===== src/hdl/ldms_pkg.sv =====
`timescale 1ns / 1ps
// shared types, constants and face decode for the led dice scanner
// no dependencies; imported by every module of the block
package ldms_pkg;

  // defaults for the top-level parameters
  localparam int NUM_DICE_DEF     = 3;
  localparam int PERIOD_TICKS_DEF = 100;

  // number of face fields carried by one load request
  localparam int FACE_FIELDS = 3;
  localparam int FACE_W      = 3;

  // brightness limits and reset value
  localparam logic [7:0] ON_MIN       = 8'd8;
  localparam logic [7:0] ON_MAX       = 8'd92;
  localparam logic [7:0] BRIGHT_RESET = 8'd50;

  // request kinds carried on tuser
  typedef enum logic {
    OP_TICK = 1'b0,
    OP_LOAD = 1'b1
  } opcode_t;

  // scan phase of the current die
  typedef enum logic [1:0] {
    PH_LIGHT   = 2'd0,
    PH_DARK    = 2'd1,
    PH_RELEASE = 2'd2
  } phase_t;

  // one decoded input request
  typedef struct packed {
    opcode_t                          opcode;
    logic [FACE_FIELDS-1:0][FACE_W-1:0] face;
  } ldms_req_t;

  // one result item
  typedef struct packed {
    logic [2:0] die_enable;
    logic [3:0] pip_lit;
    logic [1:0] scan_die;
  } ldms_result_t;

  // pip groups for a face; blank and face seven give no pattern
  function automatic logic [3:0] pip_pattern(input logic [FACE_W-1:0] f);
    logic [3:0] p;
    case (f)
      3'd1:    p = 4'b0001;
      3'd2:    p = 4'b0100;
      3'd3:    p = 4'b0101;
      3'd4:    p = 4'b0110;
      3'd5:    p = 4'b0111;
      3'd6:    p = 4'b1110;
      default: p = 4'b0000;
    endcase
    return p;
  endfunction

  // on time from the brightness register, clamped to the allowed range
  function automatic logic [7:0] clamp_on(input logic [7:0] b);
    logic [7:0] v;
    v = b;
    if (v > ON_MAX) v = ON_MAX;
    if (v < ON_MIN) v = ON_MIN;
    return v;
  endfunction

endpackage


===== src/hdl/ldms_core.sv =====
`timescale 1ns / 1ps
// scan state machine: face store, tick counter, phase sequencing, brightness
// depends on ldms_pkg
module ldms_core #(
  parameter int NUM_DICE     = ldms_pkg::NUM_DICE_DEF,
  parameter int PERIOD_TICKS = ldms_pkg::PERIOD_TICKS_DEF
) (
  input  logic                 clk,
  input  logic                 rst,
  input  logic                 cfg_we,
  input  logic [7:0]           cfg_wdata,
  input  logic                 req_take,
  input  ldms_pkg::ldms_req_t  req,
  output ldms_pkg::ldms_result_t result_next
);
  import ldms_pkg::*;

  localparam int SCAN_W   = (NUM_DICE > 1) ? $clog2(NUM_DICE) : 1;
  localparam int LOADED   = (NUM_DICE < FACE_FIELDS) ? NUM_DICE : FACE_FIELDS;
  localparam int TICK_MAX = (PERIOD_TICKS > int'(ON_MAX)) ? PERIOD_TICKS : int'(ON_MAX);
  localparam int TICK_W   = $clog2(TICK_MAX + 1);
  localparam logic [TICK_W-1:0] PERIOD_T = TICK_W'(PERIOD_TICKS);
  localparam logic [SCAN_W-1:0] LAST_DIE = SCAN_W'(NUM_DICE - 1);

  logic [7:0]          brightness;
  logic [FACE_W-1:0]   face_store [LOADED];
  phase_t              phase, phase_next;
  logic [SCAN_W-1:0]   scan_index, scan_index_next;
  logic [TICK_W-1:0]   ticks_left, ticks_left_next;
  logic [NUM_DICE-1:0] enable_reg, enable_reg_next;
  logic [3:0]          pip_reg, pip_reg_next;

  logic [TICK_W-1:0]   on_ticks, off_ticks, ticks_dec;
  logic [FACE_W-1:0]   cur_face;
  logic [3:0]          cur_pattern;
  logic [7:0]          en_wide, scan_wide;

  // brightness register
  always_ff @(posedge clk) begin
    if (rst) begin
      brightness <= BRIGHT_RESET;
    end else if (cfg_we) begin
      brightness <= cfg_wdata;
    end
  end

  // phase durations
  always_comb begin
    on_ticks  = TICK_W'(clamp_on(brightness));
    off_ticks = (PERIOD_T > on_ticks) ? PERIOD_T - on_ticks : TICK_W'(1);
  end

  // face of the die in the current slot; dice past the loaded ones stay blank
  always_comb begin
    cur_face = '0;
    for (int k = 0; k < LOADED; k++) begin
      if (scan_index == SCAN_W'(k)) cur_face = face_store[k];
    end
    cur_pattern = pip_pattern(cur_face);
  end

  // face store written on load requests
  always_ff @(posedge clk) begin
    if (rst) begin
      for (int k = 0; k < LOADED; k++) face_store[k] <= '0;
    end else if (req_take && req.opcode == OP_LOAD) begin
      for (int k = 0; k < LOADED; k++) face_store[k] <= req.face[k];
    end
  end

  // next state for one tick request
  always_comb begin
    phase_next      = phase;
    scan_index_next = scan_index;
    ticks_left_next = ticks_left;
    enable_reg_next = enable_reg;
    pip_reg_next    = pip_reg;
    ticks_dec       = (ticks_left != '0) ? ticks_left - TICK_W'(1) : '0;
    if (req_take && req.opcode == OP_TICK) begin
      ticks_left_next = ticks_dec;
      if (ticks_dec == '0) begin
        unique case (phase)
          PH_DARK: begin
            pip_reg_next    = '0;
            phase_next      = PH_RELEASE;
            ticks_left_next = off_ticks;
          end
          PH_RELEASE: begin
            enable_reg_next = '0;
            scan_index_next = (scan_index == LAST_DIE) ? '0 : scan_index + SCAN_W'(1);
            phase_next      = PH_LIGHT;
            ticks_left_next = TICK_W'(1);
          end
          default: begin
            if (cur_pattern != '0) begin
              enable_reg_next = NUM_DICE'(1) << scan_index;
              pip_reg_next    = cur_pattern;
            end
            phase_next      = PH_DARK;
            ticks_left_next = on_ticks;
          end
        endcase
      end
    end
  end

  // scan state registers
  always_ff @(posedge clk) begin
    if (rst) begin
      phase      <= PH_LIGHT;
      scan_index <= '0;
      ticks_left <= TICK_W'(1);
      enable_reg <= '0;
      pip_reg    <= '0;
    end else begin
      phase      <= phase_next;
      scan_index <= scan_index_next;
      ticks_left <= ticks_left_next;
      enable_reg <= enable_reg_next;
      pip_reg    <= pip_reg_next;
    end
  end

  // result as held after this request, masked to the field widths
  always_comb begin
    en_wide                 = 8'(enable_reg_next);
    scan_wide               = 8'(scan_index_next);
    result_next.die_enable  = en_wide[2:0];
    result_next.pip_lit     = pip_reg_next;
    result_next.scan_die    = scan_wide[1:0];
  end

endmodule


===== src/hdl/ldms_out.sv =====
`timescale 1ns / 1ps
// result register with stream handshake toward the sink
// depends on ldms_pkg
module ldms_out (
  input  logic                   clk,
  input  logic                   rst,
  input  logic                   req_take,
  input  ldms_pkg::ldms_result_t result_next,
  output logic                   req_ready,
  output logic                   m_tvalid,
  input  logic                   m_tready,
  output logic [15:0]            m_tdata
);
  import ldms_pkg::*;

  ldms_result_t result;

  // a new request may enter whenever the held result leaves or none is held
  assign req_ready = !m_tvalid || m_tready;

  // valid flag
  always_ff @(posedge clk) begin
    if (rst) begin
      m_tvalid <= 1'b0;
    end else if (req_take) begin
      m_tvalid <= 1'b1;
    end else if (m_tready) begin
      m_tvalid <= 1'b0;
    end
  end

  // result payload
  always_ff @(posedge clk) begin
    if (req_take) result <= result_next;
  end

  assign m_tdata = {7'd0, result.scan_die, result.pip_lit, result.die_enable};

endmodule


===== src/hdl/led_dice_multiplex_scanner_top.sv =====
`timescale 1ns / 1ps
// Multiplexed LED dice scanner. Each request on the input stream is either a tick
// (tuser 0, one microsecond) or a load of three face values (tuser 1). Every request
// gives exactly one result: the die enable, pip groups and scan slot held after it.
// Each die is lit for the clamped brightness (8..92 ticks), darkened for the rest of
// the period, then the scan moves on and all dice stay dark for one tick. One request
// is taken every clock cycle unless a result held by a low m_tready stalls the input;
// its result sits in the output register in the next cycle. The state update is a single
// counter step and a small face table between the input and the result register. The
// next request enters in the same cycle that the held result is taken.
// depends on ldms_pkg, ldms_core, ldms_out
module led_dice_multiplex_scanner_top #(
  parameter int NUM_DICE     = ldms_pkg::NUM_DICE_DEF,
  parameter int PERIOD_TICKS = ldms_pkg::PERIOD_TICKS_DEF
) (
  input  logic        clk,
  input  logic        rst,
  input  logic        cfg_we,
  input  logic [7:0]  cfg_wdata,   // brightness
  input  logic        s_tvalid,
  output logic        s_tready,
  input  logic [15:0] s_tdata,     // first_face[2:0], second_face[5:3], third_face[8:6]
  input  logic [0:0]  s_tuser,     // opcode[0]
  output logic        m_tvalid,
  input  logic        m_tready,
  output logic [15:0] m_tdata      // die_enable[2:0], pip_lit[6:3], scan_die[8:7]
);
  import ldms_pkg::*;

  logic         req_take;
  ldms_req_t    req;
  ldms_result_t result_next;

  assign req_take = s_tvalid && s_tready;

  // unpack the request
  always_comb begin
    req.opcode = opcode_t'(s_tuser[0]);
    req.face[0] = s_tdata[2:0];
    req.face[1] = s_tdata[5:3];
    req.face[2] = s_tdata[8:6];
  end

  ldms_core #(
    .NUM_DICE     (NUM_DICE),
    .PERIOD_TICKS (PERIOD_TICKS)
  ) u_core (
    .clk         (clk),
    .rst         (rst),
    .cfg_we      (cfg_we),
    .cfg_wdata   (cfg_wdata),
    .req_take    (req_take),
    .req         (req),
    .result_next (result_next)
  );

  ldms_out u_out (
    .clk         (clk),
    .rst         (rst),
    .req_take    (req_take),
    .result_next (result_next),
    .req_ready   (s_tready),
    .m_tvalid    (m_tvalid),
    .m_tready    (m_tready),
    .m_tdata     (m_tdata)
  );

  // every accepted request leaves a result in the output register
  assert property (@(posedge clk) disable iff (rst) req_take |=> m_tvalid)
    else $error("accepted request produced no result");

  // at most one die is enabled at a time
  assert property (@(posedge clk) disable iff (rst) m_tvalid |-> $onehot0(m_tdata[2:0]))
    else $error("more than one die enabled");

  // pips are never lit without an enabled die
  assert property (@(posedge clk) disable iff (rst)
    (m_tvalid && m_tdata[6:3] != 4'd0) |-> (m_tdata[2:0] != 3'd0))
    else $error("pips lit with no die enabled");

endmodule


===== config.mk =====
export PLATFORM = sky130hd
export DESIGN_NAME = led_dice_multiplex_scanner_top
export DESIGN_NICKNAME = d
export VERILOG_FILES = /design/src/hdl/ldms_pkg.sv /design/src/hdl/ldms_core.sv /design/src/hdl/ldms_out.sv /design/src/hdl/led_dice_multiplex_scanner_top.sv
export SDC_FILE = /design/constraint.sdc
export NUM_CORES = 1
export LEC_CHECK = 0
export ABC_AREA = 1
export BUFFER_PORTS_ARGS = -buffer_cell sky130_fd_sc_hd__buf_2
export CAP_MARGIN = 10
export CELL_PAD_IN_SITES_DETAIL_PLACEMENT = 1
export CELL_PAD_IN_SITES_GLOBAL_PLACEMENT = 2
export CORE_MARGIN = 2
export CORE_UTILIZATION = 31
export DETAILED_ROUTE_END_ITERATION = 12
export PLACE_DENSITY_LB_ADDON = 0.12
export SYNTH_ARGS = -nofsm -noshare
export SYNTH_HDL_FRONTEND = slang
export SYNTH_SLANG_ARGS = --single-unit

===== constraint.sdc =====
create_clock -name clk -period 2.2 [get_ports clk]
set_input_delay 0.44 -clock clk [delete_from_list [all_inputs] [get_ports clk]]
set_output_delay 0.44 -clock clk [all_outputs]
set_load 0.01 [all_outputs]

Word-level counts from Yosys, hierarchy flattened
Memory sizes are Yosys's and may differ from the RTL's.
Index checks and enable logic that the tools add are counted.

storage, ports and cells
  register bits = 36
  bits in writable memories = 9
  bits of input ports = 30
  output and inout bits = 18
  memories kept = 1

memory list
  memory             depth  bits a word  rd ports  clocked after Yosys merged registers in  write ports  RTL line         source
  u_core.face_store  3      3            3         0                                        3            ldms_core.sv:26  logic [FACE_W-1:0] face_store [LOADED];

operators by class
  $add $sub $neg = 3
  magnitude comparators = 3
  eq/ne operators = 10
  shift operators = 1
  multiplexer cells = 33
  bitwise logic cells = 4
  reduce and logical (&&, ||, !) cells = 11

operators by type and width
  kind                                                                   count
  7-bit two-way mux                                                      4
  3-bit two-way mux                                                      9
  4-bit case mux with 6 select lines                                     1
  7-bit case mux with 2 select lines                                     1
  4-bit two-way mux                                                      3
  3-bit equality test, second input constant                             3
  8-bit by 7-bit > comparator with 1-bit output, second input constant   1
  8-bit by 4-bit < comparator with 1-bit output, second input constant   1
  2-bit two-way mux                                                      4
  8-bit two-way mux                                                      1
  4-bit case mux with 2 select lines                                     1
  7-bit > comparator, first input constant                               1
  7-bit logical NOT                                                      1
  1-bit two-way mux                                                      7
  7-bit nonzero test                                                     1
  7-bit by 1-bit subtractor with 7-bit output, second input constant     1
  7-bit subtractor, first input constant                                 1
  3-bit by 2-bit equality test with 1-bit output, second input constant  2
  3-bit case mux with 2 select lines                                     1
  2-bit by 1-bit equality test with 1-bit output, second input constant  2
  2-bit equality test, second input constant                             2
  2-bit case mux with 2 select lines                                     1
  4-bit nonzero test                                                     1
  3-bit by 1-bit equality test with 1-bit output, second input constant  1
  other kinds (10)                                                       14

Longest topological paths before layout
  depth in word-level cells = 11
  depth in mapped cells = 14

Hierarchy
From an unflattened synthesis, not the netlist that was laid out.

unflattened totals
  cell total of the unflattened synthesis = 326
  area total of the unflattened synthesis = 2403.6 sq um

by module, submodules not included
  module                          instances  cells an instance  area an instance (sq um)  seq. area each (sq um)
  ldms_core                       1          302                2026.9                    790.8
  ldms_out                        1          22                 369.1                     290.3
  led_dice_multiplex_scanner_top  1          2                  7.5                       0.0

Worst setup path before layout
Ideal clock, no wire load.

  path kind = flip-flop to flip-flop
  start = register u_core.ticks_left[0]
  end = register u_out.result, in the netlist u_out.m_tdata[7], data pin
  arrival = 1.721 ns
  required time = 1.945 ns
  path slack = 0.223 ns
  cell stages (with the launch flop) = 14
  path buffers = 0
  period minus slack after synthesis = 1.977 ns
  cell sequence = dfxtp_1 > inv_1 > ha_1 > nand2_2 > nor2_4 > nand3_4 > nand2_2 > nor2_4 > nor2_4 > nand3_4 > clkinv_4 > nand2_4 > o21ai_2 > inv_1

RTL lines
  what                    RTL line          source
  from (decl)             ldms_core.sv:29   logic [TICK_W-1:0] ticks_left, ticks_left_next;
  from (signal assigned)  ldms_core.sv:118  ticks_left <= ticks_left_next;
  to (signal assigned)    ldms_out.sv:34    if (req_take) result <= result_next;
  to (decl)               ldms_out.sv:16    ldms_result_t result;

Final worst setup path
  start = register u_core.ticks_left[0]
  end = register u_core.ticks_left[3]

on the way
  longest elaborated chain between the ends = 4
  elaborated cells between the ends (all ways) = 5
  classes of those cells = 1 x add/sub; 2 x mux; 2 x reduce/logical

RTL lines
  what                                                                               RTL line         source
  7-bit by 1-bit subtractor with 7-bit output or 7-bit nonzero test (tied branches)  ldms_core.sv:78  ticks_dec = (ticks_left != '0) ? ticks_left - TICK_W'(1) : '0;
  7-bit two-way mux (*)                                                              ldms_core.sv:78
  7-bit logical NOT                                                                  ldms_core.sv:81  if (ticks_dec == '0) begin
  7-bit two-way mux (*)                                                              ldms_core.sv:81

Every way passes the cells marked *; elsewhere a longest branch is shown, timed or not.
A chain may end at the register's enable or synchronous reset.

==> impl_metrics.yaml <==
outcome:
  outcome: "finished clean"
worst_setup_path:
  end_kind: "flop"
  crit_arrival_ps: 2210
  crit_fanout: 8
  cp.required_ps: 2420
  critPathLaunchType: "flop"
  worstSetupPathType: "reg -> reg"
logic_synthesis:
  synth_commonest_cells: "nand2_1, inv_1, nor2_1"
  synth_top_area_share: 0.216
  yosys-top-cells-area: "dfxtp_1, edfxtp_1, nand2_1"
  ys_warn_count: 0
  syn_inst: 331
  synth_cell_types: 32
  synth_most_common_cell: "nand2_1"
  synth-main-ff-cell: "dfxtp_1"
  yosysTopAreaCell: "dfxtp_1"
  syn_area_um2: 2510
  async_reset_ff_frac: 0
  syn_avg_cell_area_um2: 7.57
  synth_seq_area_share: 0.431
  ys_ff_latch: 45
  synth_edf_count: 18
grt:
  grt_pass1_wl_mm: 10.2
  antenna_found_initial: 0
  gr-usage-all-layers: 0.148
  first_global_vias: 2136
  grt-ovfl-total: 0
  grt_max_degree: 22
place:
  gp_congestion: 0.744
  dp_slack_ps: 179
  portBuffers: 33
  placed_cells: 470
  dpl_cell_area_um2: 2820
  place_hpwl_mm: 4.60
cts:
  htree_levels: 2
  cts.sinks: 45
  cts_buffers: 5
  clock_latency_ps: 290
  cts_hold_buf: 0
  cts-root-buf: "clkbuf_8"
  cts_tree: "built"
  cts.clk_slew.worst_paths_ps: 90
  clockBufferDepth: 2
route:
  first_pass_iters: 4
  vias: 2143
  wl_per_cell_um: 12.1
  dr_wl_met3_um: 145
  drtIter0Drc: 43
  wirelength_mm: 5.81
  via_per_inst: 4.45
  m1WireLength_mm: 2.97
  dr_wl_met2_mm: 2.62
  antenna_left: 0
  top_layer_used: "met4"
  drc_errors: 0
sta:
  hold_viol: 0
  slew_viol_final: 0
  fin_crit_ps: 1990
  fmax_ghz: 0.503
  setup_viol_count_final: 0
  fin_crit_sh: 0.904
  grt_setup_unrepaired: "no"
  clock_skew_ps: 2.65
  fin_setup_tns_ps: 0
  setup_slack_ps: 212
pwr:
  ir_drop_mv: 0.240
  p_leak_nw: 1.41
  power.total_w: 0.00201
  power_density_nw_per_um2: 677
finish:
  antenna_cells: 0
  final_area_um2: 2960
  syn_to_final_growth_pct: 18.2
  layout.nets: 413
  layout-drive-gt1-share: 0.263
  final_cells: 482
floorplanning:
  dieArea_um2: 8820
  die_w_um: 93.9
  dieHeight_um: 93.9
  pin_count: 48
  initial_utilization: 0.323
  rows: 32
  core-area_um2: 7770
min_path:
  min_path_type: "in -> reg"
job:
  drv_cap: 0
per-stage QoR:
step,hold WS [ps],util
2_1_floorplan,440,-
3_3_place_gp,458,0.363
3_5_place_dp,465,0.363
4_1_cts,347,0.374
5_1_grt,347,0.381
6_report,353,0.381
report_power, final:
group / switching (W) / internal (W) / total, W
logic: 0.000333 / 0.000199 / 0.000532
registers: 0.0000326 / 0.000928 / 0.000961
clock network: 0.000292 / 0.000221 / 0.000513
total: 0.000658 / 0.00135 / 0.00201
routing by layer:
| layer | vias up | global-route usage |
|---|---|---|
| met4 | 0 | 0.0471 |
| met3 | 4 | 0.0241 |
| li1 | 1136 | - |
| met1 | 971 | 0.208 |
| met2 | 32 | 0.232 |
| met5 | - | 0 |
worst paths after layout:
kind / from / to / slack (ps) / depth (start not counted)
worst max register to register: u_core.ticks_left[0]$_SDFFE_PP1P_ / u_core.ticks_left[3]$_SDFFE_PP0P_ / 210 / 13
worst min register to register: u_core.phase[1]$_SDFFE_PP0P_ / u_core.phase[1]$_SDFFE_PP0P_ / 480 / 2
worst max-delay path: u_core.ticks_left[0]$_SDFFE_PP1P_ / u_core.ticks_left[3]$_SDFFE_PP0P_ / 210 / 13
worst min-delay path: cfg_wdata[5] / u_core.brightness[5]$_SDFFE_PP1P_ / 350 / 3
worst max-delay path: stages (launching register included):
cell and delay [ps]:
dfxtp_1 320, inv_1 70, ha_1 190, nand2_2 110, nor2_4 120, nand3_4 120
o21ai_1 100, nand2_1 90, inv_2 110, nand3_4 110, buf_6 170, nor2_8 180
a21oi_2 70, a21oi_1 150
final cells by class:
cell class / count / area, µm²
clock buffer: 5 / 68.8
clock inverter: 3 / 16.3
fill: 1019 / 4810
inverter: 50 / 193
multi-input combinational: 232 / 1210
sequential: 45 / 1080
tap: 102 / 128
timing repair buffer: 45 / 259
cell families after synthesis:
family,Yosys count,share of synthesized area
flops,45,0.431
buf+inv,60,0.103
fa+ha+maj,4,0.0200
simple gates,162,0.310
other cells,1,0.00150
compound gates,58,0.131
xor+xnor,1,0.00350
cells in the final DEF, fill, tap and decap left out, types with 11 or more instances in the layout:
master	synthesis	layout
edfxtp_1	18	18
a21oi_1	25	25
inv_1	43	43
dfxtp_1	27	26
o21ai_0	19	18
buf_4	7	11
buf_2	1	33
nor2_1	33	29
nand2_1	83	79
nand3_1	16	16
nand2_2	10	14
what timing repair did:
item / in CTS / in global routing
setup endpoints to repair: 0 / 16
buffers inserted: 0 / 4
endpoints found under the hold margin: 0 / 0
gates resized for setup: 0 / 12
Power figures use the tool's default switching activity.
